File: src/design/iamd_pkg.sv
// Package for the integer ALU with multiply and divide.
// Holds the operation codes, word structs and the queue entry type; no dependencies.
package iamd_pkg;

    typedef enum logic [3:0] {
        OP_ADD   = 4'd0,
        OP_SUB   = 4'd1,
        OP_MULL  = 4'd2,
        OP_MULLU = 4'd3,
        OP_MULH  = 4'd4,
        OP_MULHU = 4'd5,
        OP_DIV   = 4'd6,
        OP_DIVU  = 4'd7,
        OP_MOD   = 4'd8,
        OP_MODU  = 4'd9
    } op_t;

    typedef struct packed {
        logic [3:0]  kind;
        logic [31:0] operand_a;
        logic [31:0] operand_b;
        logic [15:0] immediate;
        logic        use_immediate;
        logic [31:0] current_pc;
    } in_word_t;

    typedef struct packed {
        logic [31:0] value;
        logic        divide_fault;
        logic [31:0] fault_pc;
        logic [31:0] fault_dividend;
    } out_word_t;

    // Unit class chosen in the front end.
    typedef enum logic [1:0] {
        CLS_ALU  = 2'd0,
        CLS_MUL  = 2'd1,
        CLS_DIV  = 2'd2,
        CLS_NONE = 2'd3
    } cls_t;

    // Classified operation handed from front to back.
    typedef struct packed {
        cls_t        cls;
        logic        sgn;      // signed multiply / divide
        logic        hi_rem;   // high word of product, or remainder
        logic        is_sub;
        logic        fault;
        logic [31:0] a;
        logic [31:0] b;
        logic [31:0] pc;
    } op_word_t;

endpackage

File: src/design/iamd_front.sv
// Front end: takes input words, selects the second operand and classifies the operation.
// Depends on iamd_pkg.
module iamd_front #(
    parameter int WORD_BITS = 32,
    parameter int IMM_BITS  = 16
) (
    input  logic               clk,
    input  logic               rst_n,
    input  logic               in_valid,
    output logic               in_ready,
    input  iamd_pkg::in_word_t in_data,
    output logic               op_valid,
    input  logic               op_ready,
    output iamd_pkg::op_word_t op_data
);

    // immediate bits kept: no more than the field, the parameter or the word
    localparam int IB0 = (IMM_BITS < WORD_BITS) ? IMM_BITS : WORD_BITS;
    localparam int IB  = (IB0 < 16) ? IB0 : 16;

    logic               valid_reg;
    iamd_pkg::op_word_t data_reg;
    iamd_pkg::op_word_t data_next;
    logic [WORD_BITS-1:0] a_w;
    logic [WORD_BITS-1:0] b_w;
    logic [WORD_BITS-1:0] imm_w;

    assign in_ready = !valid_reg || op_ready;
    assign op_valid = valid_reg;
    assign op_data  = data_reg;

    always_comb
    begin
        imm_w = '0;
        imm_w[IB-1:0] = in_data.immediate[IB-1:0];
        a_w = in_data.operand_a[WORD_BITS-1:0];
        b_w = in_data.use_immediate ? imm_w : in_data.operand_b[WORD_BITS-1:0];
        data_next        = '0;
        data_next.a      = 32'(a_w);
        data_next.b      = 32'(b_w);
        data_next.pc     = in_data.current_pc;
        data_next.cls    = iamd_pkg::CLS_NONE;
        case (in_data.kind)
            iamd_pkg::OP_ADD:   data_next.cls = iamd_pkg::CLS_ALU;
            iamd_pkg::OP_SUB:
            begin
                data_next.cls    = iamd_pkg::CLS_ALU;
                data_next.is_sub = 1'b1;
            end
            iamd_pkg::OP_MULL:
            begin
                data_next.cls = iamd_pkg::CLS_MUL;
                data_next.sgn = 1'b1;
            end
            iamd_pkg::OP_MULLU: data_next.cls = iamd_pkg::CLS_MUL;
            iamd_pkg::OP_MULH:
            begin
                data_next.cls    = iamd_pkg::CLS_MUL;
                data_next.sgn    = 1'b1;
                data_next.hi_rem = 1'b1;
            end
            iamd_pkg::OP_MULHU:
            begin
                data_next.cls    = iamd_pkg::CLS_MUL;
                data_next.hi_rem = 1'b1;
            end
            iamd_pkg::OP_DIV:
            begin
                data_next.cls = iamd_pkg::CLS_DIV;
                data_next.sgn = 1'b1;
            end
            iamd_pkg::OP_DIVU:  data_next.cls = iamd_pkg::CLS_DIV;
            iamd_pkg::OP_MOD:
            begin
                data_next.cls    = iamd_pkg::CLS_DIV;
                data_next.sgn    = 1'b1;
                data_next.hi_rem = 1'b1;
            end
            iamd_pkg::OP_MODU:
            begin
                data_next.cls    = iamd_pkg::CLS_DIV;
                data_next.hi_rem = 1'b1;
            end
            default:            data_next.cls = iamd_pkg::CLS_NONE;
        endcase
        if (data_next.cls == iamd_pkg::CLS_DIV && b_w == '0)
        begin
            data_next.fault = 1'b1;
        end
    end

    always_ff @(posedge clk or negedge rst_n)
    begin
        if (!rst_n)
        begin
            valid_reg <= 1'b0;
        end
        else if (in_ready)
        begin
            valid_reg <= in_valid;
        end
    end

    always_ff @(posedge clk)
    begin
        if (in_ready && in_valid)
        begin
            data_reg <= data_next;
        end
    end

endmodule

File: config.mk
export PLATFORM = sky130hd
export DESIGN_NAME = iamd_front
export DESIGN_NICKNAME = d
export VERILOG_FILES = /design/src/design/iamd_pkg.sv /design/src/design/iamd_front.sv
export SDC_FILE = /design/constraint.sdc
export NUM_CORES = 1
export LEC_CHECK = 0
export BUFFER_PORTS_ARGS = -buffer_cell sky130_fd_sc_hd__buf_2
export CORE_MARGIN = 1.5
export CORE_UTILIZATION = 40
export CTS_CLUSTER_SIZE = 8
export DETAILED_ROUTE_END_ITERATION = 10
export GPL_TIMING_DRIVEN = 0
export PLACE_DENSITY = 0.76
export SYNTH_ARGS = -nofsm -noshare
export SYNTH_HDL_FRONTEND = slang
export SYNTH_SLANG_ARGS = --single-unit
File: constraint.sdc
create_clock -name clk -period 5.4 [get_ports clk]
set_input_delay 0.27 -clock clk [delete_from_list [all_inputs] [get_ports clk]]
set_output_delay 0.27 -clock clk [all_outputs]
set_load 0.02 [all_outputs]
# Word-level counts from Yosys, hierarchy flattened
# Index checks and enable logic that the tools add are counted.
[totals]
regBits = 103
input_bits = 121
output_inout_bits = 104
elab_cells = 36
[classes]
n_eq_ne = 10
mux = 6
n_reduce_logical = 11
[op_table]
columns = ["operator", "count"]
rows = [
  ["logical NOT 32 bit", 1],
  ["two-way mux 32 bit", 1],
  ["== test 4 x 3 -> 1 bit (second input constant)", 4],
  ["OR reduction 4 bit", 4],
  ["== test 4 x 2 -> 1 bit (second input constant)", 2],
  ["== test 4 bit (second input constant)", 2],
  ["case mux 2 bit (3 select lines)", 1],
  ["== test 4 x 1 -> 1 bit (second input constant)", 1],
  ["logical NOT 4 bit", 1],
  ["two-way mux 1 bit", 4],
  ["== test 2 bit (second input constant)", 1],
  ["logical AND 1 bit", 2],
  ["OR reduction 2 bit", 1],
  ["logical NOT 1 bit", 1],
  ["logical OR 1 bit", 1],
]

# Depth between registers and ports, before layout
[logic_depth]
ltp_word = 6
ltp_mapped = 4
depth_no_buf = 4

# Worst setup path before layout
# Ideal clock, no wire load.
[synth_timing]
path_kind = "reg2reg"
startpoint = "reg valid_reg, in the netlist op_valid"
endpoint = "reg data_reg, in the netlist op_data[0] (enable)"
setup_time_ns = 0.472
t_arrival_ns = 3.103
t_required_ns = 4.928
setup_slack_ns = 1.825
stages_incl_launch_ff = 3
path_buffers = 0
synth_period_minus_slack_ns = 3.575
cell_sequence = "dfrtp_1 nand2b_1 and2_1"
[synth_via]
elab_chain_len = 3
[synth_rtl]
columns = ["element", "line", "rtl"]
rows = [
  ["start: declaration", "iamd_front.sv:21", "logic valid_reg;"],
  ["start signal: assignment", "iamd_front.sv:100", "valid_reg <= in_valid;"],
  ["logical NOT 1 bit", "iamd_front.sv:28", "assign in_ready = !valid_reg || op_ready;"],
  ["logical OR 1 bit", "iamd_front.sv:28", ""],
  ["via in_ready", "iamd_front.sv:10", "output logic in_ready,"],
  ["logical AND 1 bit", "iamd_front.sv:106", "if (in_ready && in_valid)"],
  ["end signal: assignment", "iamd_front.sv:108", "data_reg <= data_next;"],
  ["end: declaration", "iamd_front.sv:22", "iamd_pkg::op_word_t data_reg;"],
]
# The timed path passes the listed nets, and every way through them passes these cells.
# A chain may end at the register's enable or synchronous reset.

# Worst setup path after layout
[layout_timing]
startpoint = "reg valid_reg, in the netlist op_valid"
endpoint = "reg data_reg, in the netlist op_data[75] (enable)"
[layout_via]
elab_chain_len = 3
[layout_rtl]
columns = ["element", "line"]
rows = [
  ["logical NOT 1 bit", "iamd_front.sv:28"],
  ["logical OR 1 bit", "iamd_front.sv:28"],
  ["logical AND 1 bit", "iamd_front.sv:106"],
]
# Every way passes these cells.

==> results.json <==
{
  "setup_viol": 0,
  "mostFrequentLayoutCells": "buf_2, edfxtp_1, mux2_2, nor2b_1, clkbuf_8",
  "drive_gt1_frac": 0.6322,
  "setup_ws_ns": 3.594,
  "r2r_slack_ns": 3.59,
  "wl_per_cell_um": 15.59,
  "cts_sinks": 103,
  "placed_cells": 507,
  "grt_max_degree": 54,
  "layout_commonest_cell": "buf_2",
  "crit_chain": "nand2b_1 > and2_4 > buf_16",
  "seq_area_mm2": 0.003088,
  "core.rowCount": 34,
  "layout_min_cycle_time_ns": 1.806,
  "status": "finished, final reports clean",
  "power_leakage_nw": 2.138,
  "cts_setup_buffers": 0,
  "ys_seq_area_frac": 0.8537,
  "postSynthNetCount": 295,
  "clkLatencyLatePin_ns": 0.36,
  "synthCells": 174,
  "drcViolationCount": 0,
  "cts_tree": "built",
  "cts_buffer_depth": 2,
  "path_max_fanout": 53,
  "slew_viol_final": 0,
  "finalClockSkew_ns": 0.01404,
  "die_area_mm2": 0.009623,
  "dr.pass1.iters": 4,
  "overflow": 0,
  "area_growth_pct": 40.92,
  "arrival_ns": 1.85,
  "synth-edff-count": 102,
  "synth.avg_cell_area_um2": 20.79,
  "drv_cap": 0,
  "fillerInstances": 690,
  "synth_area_mm2": 0.003617,
  "io-pin-count": 225,
  "clk_pin_slew_worst_paths_ns": 0.11,
  "routabilityCongestion": 0.7718,
  "synth_ff_type": "edfxtp_1",
  "multi_input_area_um2": 514.2,
  "cpMaxStageDelayCell": "and2_4",
  "dieHeight_um": 98.10,
  "power_w": 0.001591,
  "setup.worst_path.end_class": "register",
  "grt_pass1_vias": 2419,
  "relSlewSlack": 0.5375,
  "cpPeakStageDelay_ns": 0.62,
  "viasPerCell": 4.662,
  "rsz0062_at_grt": "false",
  "fin_crit_sh": 0.3344,
  "hold_viol_final": 0,
  "htree_levels": 3,
  "power_density_mw_per_mm2": 312.2,
  "wl_um": 8169,
  "dp_hpwl_um": 6309,
  "pre_cts_ws_ns": 3.587,
  "final.setup.tns_ns": 0,
  "hold_buffers": 1,
  "vias": 2443,
  "timing.hold.ws_ns": 0.07737,
  "die_x_um": 98.10,
  "ant_nets": 0,
  "grt_pass1_wl_um": 12260,
  "antenna_found_initial": 0,
  "critPathLaunchType": "register",
  "worstPathRequired_ns": 5.44,
  "tightest_slew_ns": 0.6938,
  "clock_tree.root_cell": "clkbuf_8",
  "ys_async_sr_fraction": 0.009709,
  "instances_no_fill": 524,
  "portBuffers": 224,
  "grt_use_total": 0.1682,
  "cts-buffers-inserted": 9,
  "initial_core_util": 0.4148,
  "core_mm2": 0.008721,
  "max_freq_mhz": 553.7,
  "synth_cell_types": 27,
  "vdd.ir_drop.worst_mv": 0.1508,
  "ys_warn_count": 0,
  "drt_iter0_drc": 60,
  "hold_class": "in -> reg",
  "ctsResizeCount": 0,
  "critPathKind": "reg -> reg",
  "final_nets": 532,
  "synth_seq_cells": 103,
  "diodes": 0
}
==> cells in the mapped netlist, drive strengths merged, types with 2 or more instances <==
library cell	n	share of area
buf	4	0.0048
nor4b	2	0.0066
nor3b	2	0.0041
nor2	5	0.0052
or4	2	0.0052
mux2	16	0.050
nor4	8	0.016
nor3	3	0.0041
nor2b	16	0.028
edfxtp	102	0.85
nand2b	3	0.0052
==> path summary, 6_finish.rpt <==
| check | end | start | cells past startpoint |
|---|---|---|---|
| setup reg to reg | op_data[75] | op_valid | 3 |
| setup / recovery | op_data[75] | op_valid | 3 |
| max in group asynchronous | op_valid | rst_n | 2 |
| hold reg to reg | op_valid | op_valid | 2 |
| min in group asynchronous | op_valid | rst_n | 2 |
| hold / removal | op_data[15] | in_data[15] | 1 |
==> critical path: cells and delay by family (launching register included) <==
kind | cells | cell delay (ns)
simple gates | 2 | 0.75
buf+inv | 1 | 0.32
flops | 1 | 0.39
==> kinds of logic (layout without fill, tap and decap cells) <==
logic type      after synthesis  in the layout  share of synthesized area
flops                       103            103                     0.8537
simple gates                 45             45                    0.08025
mux                          16             16                    0.04981
compound gates                4              4                   0.006571
buf+inv                       4            246                   0.004843
xor+xnor                      2              2                   0.004843
==> state kept, by name, indices dropped and copies added (netlist names) <==
name,flops
op_data,102
op_valid,1
==> metal layers <==
layer / vias to the layer above / part of all wire / track usage
met1: 1135 / 0.37 / 0.1908
met5: - / 0 / 0
met2: 137 / 0.52 / 0.2912
met3: 13 / 0.095 / 0.05154
li1: 1158 / - / -
met4: 0 / 0.017 / 0.07692
==> through the flow <==
| stage | cell area [µm²] | utilization |
|---|---|---|
| after floorplan | 3617 | - |
| after global placement | 4873 | 0.5588 |
| after detailed placement | 4903 | 0.5623 |
| after CTS | 5097 | 0.5845 |
| after global routing | 5097 | 0.5845 |
| final | 5097 | 0.5845 |
==> where the power goes <==
part / switching [W] / internal (W) / leakage [nW]
clock: 0.000270 / 0.000177 / 0.0905
combinational: 0.000123 / 0.0000787 / 1.06
sequential: 0.00000978 / 0.000933 / 0.988
==> layout make-up <==
| class | count | share of cell area |
|---|---|---|
| flip-flops and latches | 103 | 0.6058 |
| repair buffers | 226 | 0.2273 |
| multi-input cells | 67 | 0.1009 |
| well taps | 108 | 0.02651 |
| clock buffers | 10 | 0.02504 |
| clock inverters | 6 | 0.01105 |
| plain buffers | 4 | 0.003436 |
(Power assumes the default switching activity.)
