[src/design/iamd_pkg.sv]
// Package for the integer ALU with multiply and divide.
// Holds the operation codes, word structs and the queue entry type; no dependencies.
package iamd_pkg;

    typedef enum logic [3:0] {
        OP_ADD   = 4'd0,
        OP_SUB   = 4'd1,
        OP_MULL  = 4'd2,
        OP_MULLU = 4'd3,
        OP_MULH  = 4'd4,
        OP_MULHU = 4'd5,
        OP_DIV   = 4'd6,
        OP_DIVU  = 4'd7,
        OP_MOD   = 4'd8,
        OP_MODU  = 4'd9
    } op_t;

    typedef struct packed {
        logic [3:0]  kind;
        logic [31:0] operand_a;
        logic [31:0] operand_b;
        logic [15:0] immediate;
        logic        use_immediate;
        logic [31:0] current_pc;
    } in_word_t;

    typedef struct packed {
        logic [31:0] value;
        logic        divide_fault;
        logic [31:0] fault_pc;
        logic [31:0] fault_dividend;
    } out_word_t;

    // Unit class chosen in the front end.
    typedef enum logic [1:0] {
        CLS_ALU  = 2'd0,
        CLS_MUL  = 2'd1,
        CLS_DIV  = 2'd2,
        CLS_NONE = 2'd3
    } cls_t;

    // Classified operation handed from front to back.
    typedef struct packed {
        cls_t        cls;
        logic        sgn;      // signed multiply / divide
        logic        hi_rem;   // high word of product, or remainder
        logic        is_sub;
        logic        fault;
        logic [31:0] a;
        logic [31:0] b;
        logic [31:0] pc;
    } op_word_t;

endpackage

[src/design/iamd_queue.sv]
// Two-entry FIFO between front and back ends.
// Depends on iamd_pkg.
module iamd_queue (
    input  logic               clk,
    input  logic               rst_n,
    input  logic               wr_valid,
    output logic               wr_ready,
    input  iamd_pkg::op_word_t wr_data,
    output logic               rd_valid,
    input  logic               rd_ready,
    output iamd_pkg::op_word_t rd_data
);

    iamd_pkg::op_word_t mem_reg [2];
    logic       wp_reg;
    logic       rp_reg;
    logic [1:0] cnt_reg;
    logic       wr_en;
    logic       rd_en;

    assign wr_ready = cnt_reg != 2'd2;
    assign rd_valid = cnt_reg != 2'd0;
    assign rd_data  = mem_reg[rp_reg];
    assign wr_en    = wr_valid && wr_ready;
    assign rd_en    = rd_valid && rd_ready;

    always_ff @(posedge clk or negedge rst_n)
    begin
        if (!rst_n)
        begin
            wp_reg  <= 1'b0;
            rp_reg  <= 1'b0;
            cnt_reg <= 2'd0;
        end
        else
        begin
            if (wr_en)
            begin
                wp_reg <= !wp_reg;
            end
            if (rd_en)
            begin
                rp_reg <= !rp_reg;
            end
            cnt_reg <= cnt_reg + {1'b0, wr_en} - {1'b0, rd_en};
        end
    end

    always_ff @(posedge clk)
    begin
        if (wr_en)
        begin
            mem_reg[wp_reg] <= wr_data;
        end
    end

endmodule

[config.mk]
export PLATFORM = sky130hd
export DESIGN_NAME = iamd_queue
export DESIGN_NICKNAME = d
export VERILOG_FILES = /design/src/design/iamd_pkg.sv /design/src/design/iamd_queue.sv
export SDC_FILE = /design/constraint.sdc
export NUM_CORES = 1
export LEC_CHECK = 0
export ABC_AREA = 1
export BUFFER_PORTS_ARGS = -buffer_cell sky130_fd_sc_hd__buf_2
export CORE_ASPECT_RATIO = 0.8
export CORE_UTILIZATION = 50
export DETAILED_ROUTE_END_ITERATION = 10
export PLACE_DENSITY = 0.77
export SYNTH_ARGS = -nofsm -noshare
export SYNTH_HDL_FRONTEND = slang
export SYNTH_SLANG_ARGS = --single-unit
[constraint.sdc]
create_clock -name clk -period 11.02 [get_ports clk]
set_input_delay 1.653 -clock clk [delete_from_list [all_inputs] [get_ports clk]]
set_output_delay 1.653 -clock clk [all_outputs]
set_load 0.01 [all_outputs]
Yosys cells after proc, flatten, opt, wreduce, memory -nomap -nowiden
Memory sizes are Yosys's and may differ from the RTL's.
Index checks and enable logic that the tools add are counted.
{"block": "word_totals", "regBits": 4, "mem_bits_rw": 204, "input_bits": 106, "out_inout_bits": 104, "word_cells": 14, "n_memories": 1}
{"memory": "mem_reg", "words": 2, "word_bits": 102, "rd": 1, "rd_ports_with_merged_regs": 0, "write_ports": 1, "line_no": "iamd_queue.sv:14", "rtl": "iamd_pkg::op_word_t mem_reg [2];"}
{"block": "classes", "addsub": 2, "eq_ne": 1, "muxes": 2, "reduce_logical": 5}
{"op": "2-bit by 1-bit adder with 2-bit output", "count": 1}
{"op": "1-bit logical AND", "count": 2}
{"op": "1-bit logical NOT", "count": 2}
{"op": "1-bit 2-to-1 mux", "count": 2}
{"op": "2-bit inequality test (second input constant)", "count": 1}
{"op": "2-bit nonzero test", "count": 1}
{"op": "2-bit by 1-bit subtractor with 2-bit output", "count": 1}

Logic depth before layout (Yosys ltp)
Gate-level depths: netlist (run 1).
{"block": "logic_depth", "ltp_word": 4, "ltp_mapped": 12, "ltp_nobuf": 12}

Worst setup path before layout (run 1)
No wires, ideal clock.
{"block": "synth_timing", "path_kind": "input-to-reg", "start": "in wr_valid", "end": "mem mem_reg[1][0] (netlist name), enable pin", "setup_ns": 0.565, "t_arrival_ns": 6.027, "t_required_ns": 10.455, "path_slack_ns": 4.427, "path_stages": 2, "n_path_buf": 0, "path_cell_list": "nand2_1 > nor2_1"}
{"block": "synth_between", "elab_chain_len": 3}
{"element": "from (decl)", "line_no": "iamd_queue.sv:6", "rtl": "input logic wr_valid,"}
{"element": "1-bit logical AND", "line_no": "iamd_queue.sv:24", "rtl": "assign wr_en = wr_valid && wr_ready;"}
{"element": "1-bit 2-to-1 mux", "line_no": "iamd_queue.sv:51", "rtl": "if (wr_en)"}
{"element": "1-bit 2-to-1 mux (not written as such)", "line_no": "iamd_queue.sv:53", "rtl": "mem_reg[wp_reg] <= wr_data;"}
{"element": "to (decl)", "line_no": "iamd_queue.sv:14"}
No other way between the ends.

==> results of run 1 <==
## metal layers
metal  vias to the layer above  part of all wire
met1                      2248              0.42
met5                         -                 0
li1                       2330                 -
met4                         0             0.015
met2                       166              0.49
met3                        21             0.074
## cell type report
type                    instances  area [um^2]
diodes                          1         2.50
clock buffers                  27          548
clock inverters                 7         40.0
fillers                      1092         5170
inverters                       8         31.3
multi-input cells             326         1260
flip-flops and latches        208         6230
well taps                     184          230
repair buffers                213         1080
## final timing paths
kind | endpoint | slack, ps | start | cells after the start
max | rd_data[34] | 6950 | rp_reg | 5
min | cnt_reg[0] | 560 | cnt_reg[0] | 1
max reg2reg | mem_reg[1][39] | 8130 | cnt_reg[1] | 4
min reg2reg | cnt_reg[0] | 560 | cnt_reg[0] | 1
max in group asynchronous | rp_reg | 9910 | rst_n | 1
min in group asynchronous | rp_reg | 960 | rst_n | 1
## placed cells by master (no fill, tap or decap), types with 3 or more instances in the layout
cell and n:
dfrtp_1 3, edfxtp_1 204, clkinv_1 4, buf_2 209
clkbuf_1 6, clkbuf_16 21, buf_4 4, inv_1 7
nand2_1 315, nor2_1 3
## critical path: stages, from the launching register on
cell and delay, ps:
dfrtp_4 470, clkinv_2 460, buf_4 600, nand2_1 160
nand2_1 90, buf_2 130
## through the flow
step / worst slack, ps / utilization
after floorplan: 4430 / -
after global placement: 6970 / 0.605
after detailed placement: 6910 / 0.605
after CTS: 6890 / 0.645
after global routing: 6700 / 0.645
final: 6950 / 0.645
## cell families (layout without fill, tap and decap cells)
family	count (synthesis)	after routing	synth area share
xor gates and xnor gates	1	1	0.00115
buffers and inverters	30	255	0.0186
AOI/OAI and AO/OA	2	2	0.00131
and+or+nand+nor	322	322	0.159
DFF	208	208	0.818
other	0	1	0
adders and majority gates	1	1	0.00164
## report_power, final
group          total [W]  switching [W]  internal (W)
clock network   0.000616       0.000266      0.000350
registers        0.00113      0.0000428       0.00108
logic           0.000797       0.000544      0.000253
==> impl_metrics.json, run 1 <==
{
  "leakage_nw": 4.07,
  "synth-edff-count": 204,
  "cts.clk_slew.worst_paths_ps": 60,
  "synth_area_um2": 7610,
  "finalCriticalPeriod_ps": 4070,
  "critPathMaxFanout": 56,
  "rows": 39,
  "grtUsageMet1": 0.239,
  "period_share": 0.370,
  "nets": 885,
  "vias": 4765,
  "port_buffers": 209,
  "wire_per_inst_um": 15.2,
  "met2_usage": 0.326,
  "drv_slew": 0,
  "yosys.area.top_type": "edfxtp_1",
  "cp.arrival_ps": 2420,
  "grt-ovfl-total": 0,
  "viasPerCell": 4.89,
  "globalplace.congestion": 0.771,
  "hold_path_class": "reg2reg",
  "cts_root_buf": "clkbuf_16",
  "detail-route-antenna-nets": 0,
  "dp_hpwl_mm": 9.34,
  "worstMarginPinSlew_ps": 1220,
  "syn_avg_cell_area_um2": 13.5,
  "die_area_um2": 15700,
  "htreeDepth": 1,
  "core_um2": 14600,
  "placed_area_um2": 8820,
  "dr.pass1.iters": 4,
  "area_growth_pct": 23.7,
  "drtIter0Drc": 296,
  "fin_tns_setup_ps": 0,
  "io_pins": 210,
  "required_ps": 9370,
  "max_freq_mhz": 245,
  "finalInstanceArea_um2": 9420,
  "antenna_found_initial": 1,
  "grt_pass1_wl_mm": 23.1,
  "power_density_nw_per_um2": 270,
  "synthDistinctLibCells": 14,
  "ir_worst_vdd_uv": 146,
  "synth_area_leaders": "edfxtp_1 (80%), nand2_1 (16%), buf_2 (1.3%), dfrtp_1 (1.3%), inv_1 (0.35%)",
  "syn_nets": 671,
  "instances_no_fill": 974,
  "ys_seq_area_frac": 0.818,
  "synthTopCellsByCount": "nand2_1 (315), edfxtp_1 (204), buf_2 (20)",
  "die_w_um": 140,
  "startpoint_type": "flip-flop",
  "rsz0062_at_grt": "no",
  "synth.most_common_cell": "nand2_1",
  "synth_top_area_share": 0.805,
  "tritoncts": "built",
  "cts_inserted_buffers": 21,
  "drc": 0,
  "syn_inst": 564,
  "finClkSkew_ps": 14.7,
  "drt-total-wl_mm": 14.8,
  "setup_viol": 0,
  "relSlewSlack": 0.189,
  "holdWs_ps": 559,
  "worstSetupEndpointType": "output pin",
  "ctsHoldBuffers": 0,
  "ys_warn_count": 0,
  "die_h_um": 112,
  "ys_dominant_reg_cell": "edfxtp_1",
  "start_util": 0.522,
  "ys_ff_latch": 208,
  "cts.sinks": 208,
  "cts.repair.resized": 0,
  "maxCapViolations": 0,
  "insertion_delay_ps": 490,
  "grt_pass1_vias": 4804,
  "use_met3": 0.0503,
  "status": "complete, no violations",
  "dp_cells": 939,
  "grt_max_degree": 103,
  "path_class": "reg2out",
  "post_cts_buffers": 0,
  "largest_register_ffs": 204,
  "clk_path_buf_depth": 3,
  "async_reset_ff_frac": 0.0192,
  "total_power_w": 0.00254,
  "hold_violations": 0,
  "grt_util_all_layers": 0.189,
  "grt-busiest-layer": "met2",
  "drive_above_1_share": 0.305
}
Note: power is estimated with default switching activity, not from simulation.
==> run 2: changes to the inputs <==
- CORE_UTILIZATION: 50 -> 47
- PLACE_DENSITY: 0.77 -> 0.76
- clock period: 11.02 -> 3.5 ns (I/O delays scaled with it)
==> impl_metrics.json, run 2 (synthesis results as in run 1) <==
{
  "core_um2": 15800,
  "holdWs_ps": 236,
  "htreeDepth": 1,
  "relSlewSlack": 0.397,
  "startpoint_type": "flip-flop",
  "area_growth_pct": 25.3,
  "status": "complete, no violations",
  "worstReg2RegStart": "cnt_reg[1]",
  "dr.pass1.iters": 6,
  "port_buffers": 209,
  "final_common_cell": "nand2_1",
  "final_cell_mix": "nand2_1 (315), buf_2 (209), edfxtp_1 (204)",
  "io_pins": 210,
  "insertion_delay_ps": 480,
  "maxCapViolations": 0,
  "largest_register_ffs": 204,
  "path_class": "reg2out",
  "worstSetupEndpointType": "output pin",
  "drive_above_1_share": 0.308,
  "grt_max_degree": 70,
  "period_share": 0.797,
  "reg2reg_slack_ps": 1490,
  "ir_worst_vdd_uv": 498,
  "setup_viol": 0,
  "globalplace.congestion": 0.724,
  "cts_root_buf": "clkbuf_16",
  "vias": 4717,
  "r2r_end": "mem_reg[0][77]",
  "cp.arrival_ps": 2260,
  "hold_path_class": "in2reg",
  "wire_per_inst_um": 14.3,
  "cts.sinks": 208,
  "max_freq_mhz": 359,
  "cts.repair.resized": 0,
  "finClkSkew_ps": 9.68,
  "drc": 0,
  "grt_pass1_vias": 4309,
  "leakage_nw": 4.12,
  "critPathMaxFanout": 68,
  "crit_path_end": "rd_data[16]",
  "hp-start": "wr_data[43]",
  "die_area_um2": 16700,
  "nets": 889,
  "cts_inserted_buffers": 21,
  "drt-total-wl_mm": 14.5,
  "die_w_um": 144,
  "num_antenna_cells": 0,
  "dp_hpwl_mm": 9.24,
  "cts.clk_slew.worst_paths_ps": 60,
  "finalCriticalPeriod_ps": 2790,
  "fin_tns_setup_ps": 0,
  "hold_violations": 0,
  "rsz0062_at_grt": "no",
  "detail-route-antenna-nets": 0,
  "grt-ovfl-total": 0,
  "grt_pass1_wl_mm": 20.9,
  "worstMarginPinSlew_ps": 905,
  "drv_slew": 0,
  "drtIter0Drc": 304,
  "tritoncts": "built",
  "required_ps": 2970,
  "antenna_found_initial": 0,
  "reg2reg_depth": 4,
  "start_util": 0.482,
  "nFillCells": 1244,
  "die_h_um": 116,
  "clk_path_buf_depth": 3,
  "power_density_nw_per_um2": 849,
  "startpoint": "rp_reg",
  "viasPerCell": 4.67,
  "rows": 41,
  "grt_util_all_layers": 0.167
}
==> run 2: cell count changes in the layout (fill, tap and decap cells not counted), sizes merged <==
cell	previous run	this run
diode	1	0
inv	9	7
clkbuf	27	32
dlygate4sd3	0	1
bufinv	0	1
buf	213	216
clkinv	5	4
==> run 2: worst min-delay path by stage <==
stage | to | cells past startpoint
floorplan | cnt_reg[0] | 0
global placement | cnt_reg[0] | 1
detailed placement | cnt_reg[0] | 1
CTS | mem_reg[0][70] | 1
global route | mem_reg[1][54] | 1
finish | mem_reg[1][43] | 1
==> run 2: worst max-delay path, cell delays in order (launching register included) <==
cell and delay, ps:
dfrtp_4 680, buf_4 670, nand2_1 120, nand2_1 110, buf_2 130
==> run 2: what timing repair did <==
action                                 4_1_cts  5_1_grt
hold buffers                                 1        0
setup buffers                                0        0
endpoints found under the hold margin        4        0
==> run 2: per-layer routing <==
| metal | vias to the layer above | global-route usage | share of wire |
|---|---|---|---|
| met1 | 2196 | 0.201 | 0.41 |
| li1 | 2333 | - | - |
| met5 | - | 0 | 0 |
| met2 | 162 | 0.291 | 0.50 |
| met3 | 26 | 0.0512 | 0.073 |
| met4 | 0 | 0.0484 | 0.021 |
==> run 2: layout make-up <==
cell class	count	area, um^2	area share
clock buffers	32	577	0.0605
clock inverters	5	50.0	0.00525
inverters	8	31.3	0.00328
multi-input cells	326	1260	0.132
flip-flops and latches	208	6230	0.653
well taps	215	269	0.0282
repair buffers	217	1120	0.118
==> run 2: report_power, final <==
group / switching [W] / internal [W] / total (W)
combinational: 0.00165 / 0.000818 / 0.00246
clock: 0.000826 / 0.00121 / 0.00203
sequential: 0.000192 / 0.00341 / 0.00360
==> run 2: stage by stage <==
| stage | setup WS [ps] | cells | total power, W | util | cell area [um^2] |
|---|---|---|---|---|---|
| detailed placement | 1210 | 973 | 0.00616 | 0.563 | 8900 |
| finish | 711 | 1011 | 0.00810 | 0.604 | 9540 |
| global route | 508 | 1011 | 0.00862 | 0.604 | 9540 |
| CTS | 689 | 1011 | 0.00821 | 0.604 | 9540 |
| floorplan | -316 | 564 | 0.00513 | - | 7610 |
| global placement | 1230 | 973 | 0.00611 | 0.563 | 8900 |
==> run 3: changes to the inputs <==
- CORE_UTILIZATION: 47 -> 50
- PLACE_DENSITY: 0.76 -> 0.77
- clock period: 3.5 -> 2.7 ns (I/O delays scaled with it)
==> impl_metrics.json, run 3 (synthesis results as in run 1) <==
{
  "setup_viol": 0,
  "hold_end": "mem_reg[0][24]",
  "startpoint": "rp_reg",
  "switching_share": 0.331,
  "reg2reg_slack_ps": 780,
  "hold_violations": 0,
  "finClkSkew_ps": 11.7,
  "wire_per_inst_um": 15.7,
  "leakage_nw": 4.16,
  "area_growth_pct": 26.1,
  "die_w_um": 140,
  "intPower_w": 0.00717,
  "grt_max_degree": 68,
  "startpoint_type": "flip-flop",
  "worstReg2RegStart": "cnt_reg[0]",
  "antenna_found_initial": 2,
  "cts_inserted_buffers": 21,
  "regArea_um2": 6230,
  "start_util": 0.522,
  "tritoncts": "built",
  "placed_area_um2": 8940,
  "nets": 892,
  "ir_worst_vdd_uv": 645,
  "critPathMaxFanout": 43,
  "htreeDepth": 1,
  "hp-start": "wr_data[24]",
  "nFillCells": 1070,
  "path_class": "reg2out",
  "cts.sinks": 208,
  "final_cell_mix": "nand2_1 (315), buf_2 (209), edfxtp_1 (204)",
  "core_um2": 14600,
  "dp_hpwl_mm": 10.1,
  "viasPerCell": 4.90,
  "final_util": 0.658,
  "drt-total-wl_mm": 15.4,
  "rows": 39,
  "period_share": 0.888,
  "dp_cells": 945,
  "pwr-share-seq": 0.434,
  "grt_util_all_layers": 0.200,
  "pre_cts_slack_ps": 799,
  "finalInstanceArea_um2": 9590,
  "p_switching_w": 0.00355,
  "cp.arrival_ps": 1990,
  "clk_path_buf_depth": 3,
  "die_area_um2": 15700,
  "r2r_end": "mem_reg[1][95]",
  "num_antenna_cells": 0,
  "multi_input_area_um2": 1260,
  "die_h_um": 112,
  "instances_no_fill": 981,
  "worstSetupEndpointType": "output pin",
  "p_clk_frac": 0.252,
  "required_ps": 2300,
  "grt_pass1_vias": 4982,
  "reg2reg_depth": 5,
  "maxCapViolations": 0,
  "relSlewSlack": 0.571,
  "final_common_cell": "nand2_1",
  "io_pins": 210,
  "drc": 0,
  "cts_root_buf": "clkbuf_16",
  "grt-ovfl-total": 0,
  "globalplace.congestion": 0.811,
  "drtIter0Drc": 335,
  "cts.clk_slew.worst_paths_ps": 60,
  "insertion_delay_ps": 480,
  "status": "complete, no violations",
  "hold_path_class": "in2reg",
  "port_buffers": 209,
  "finalCriticalPeriod_ps": 2400,
  "setup_slack_ps": 302,
  "drv_slew": 0,
  "power_density_nw_per_um2": 1120,
  "grt_pass1_wl_mm": 24.3,
  "detail-route-antenna-nets": 0,
  "dr.pass1.iters": 4,
  "max_freq_mhz": 417,
  "cts.repair.resized": 0,
  "vias": 4809,
  "largest_register_ffs": 204,
  "drive_above_1_share": 0.315,
  "power_frac_comb": 0.313,
  "post_cts_buffers": 0,
  "holdPathStages": 1,
  "worstMarginPinSlew_ps": 644,
  "rsz0062_at_grt": "no"
}
==> run 3: cell count changes in the layout (fill, tap and decap cells not counted), moves of 2 or more <==
| cell | change |
|---|---|
| clkbuf_1 | -6 |
| buf_12 | +5 |
| clkinv_2 | +3 |
| buf_4 | -2 |
==> run 3: layout make-up <==
type                            instances  share of cell area
Tap cell                              184              0.0240
Inverter                                8             0.00326
Timing Repair Buffer                  220               0.126
Sequential cell                       208               0.649
Clock inverter                         10              0.0103
Clock buffer                           25              0.0563
Multi-Input combinational cell        326               0.131
==> run 3: power by group through the flow <==
stage	Sequential, W	Clock (W)	Combinational, W
floorplan	0.00467	0	0.00198
global placement	0.00468	0	0.00331
detailed placement	0.00472	0	0.00339
CTS	0.00466	0.00277	0.00342
global route	0.00472	0.00287	0.00374
finish	0.00466	0.00270	0.00336
==> run 3: how the worst max path moves through the flow <==
| stage | endpoint | slack, ps | cells after the start |
|---|---|---|---|
| global route | rd_data[32] | 180 | 4 |
| detailed placement | mem_reg[1][61] | 800 | 5 |
| finish | rd_data[47] | 300 | 4 |
| floorplan | mem_reg[1][0] | -1120 | 3 |
| CTS | rd_data[47] | 290 | 4 |
| global placement | rd_data[47] | 840 | 4 |
==> run 3: critical path, cell delays in order (launching register included) <==
cell,delay [ps]
dfrtp_4,650
buf_4,470
nand2_1,90
nand2_1,130
buf_2,150
==> run 3: through the flow <==
stage	hold slack, ps	power, W	TNS [ps]
floorplan	109	0.00665	-226670
global placement	216	0.00799	0
detailed placement	217	0.00811	0
CTS	92.8	0.0108	0
global route	93.8	0.0113	0
finish	111	0.0107	0
==> run 3: layer usage <==
metal | routed length (um) | up-vias | global-route usage | share of wire
li1 | - | 2342 | - | -
met1 | 6240 | 2250 | 0.242 | 0.40
met2 | 7600 | 189 | 0.349 | 0.49
met3 | 1290 | 26 | 0.0597 | 0.084
met4 | 265 | 2 | 0.0586 | 0.017
met5 | 12 | - | 0 | 0.00078
==> run 3: repair_timing <==
action | 4_1_cts | 5_1_grt
hold buffers | 1 | 0
endpoints found under the hold margin | 4 | 0
endpoints found under the setup margin | 0 | 0
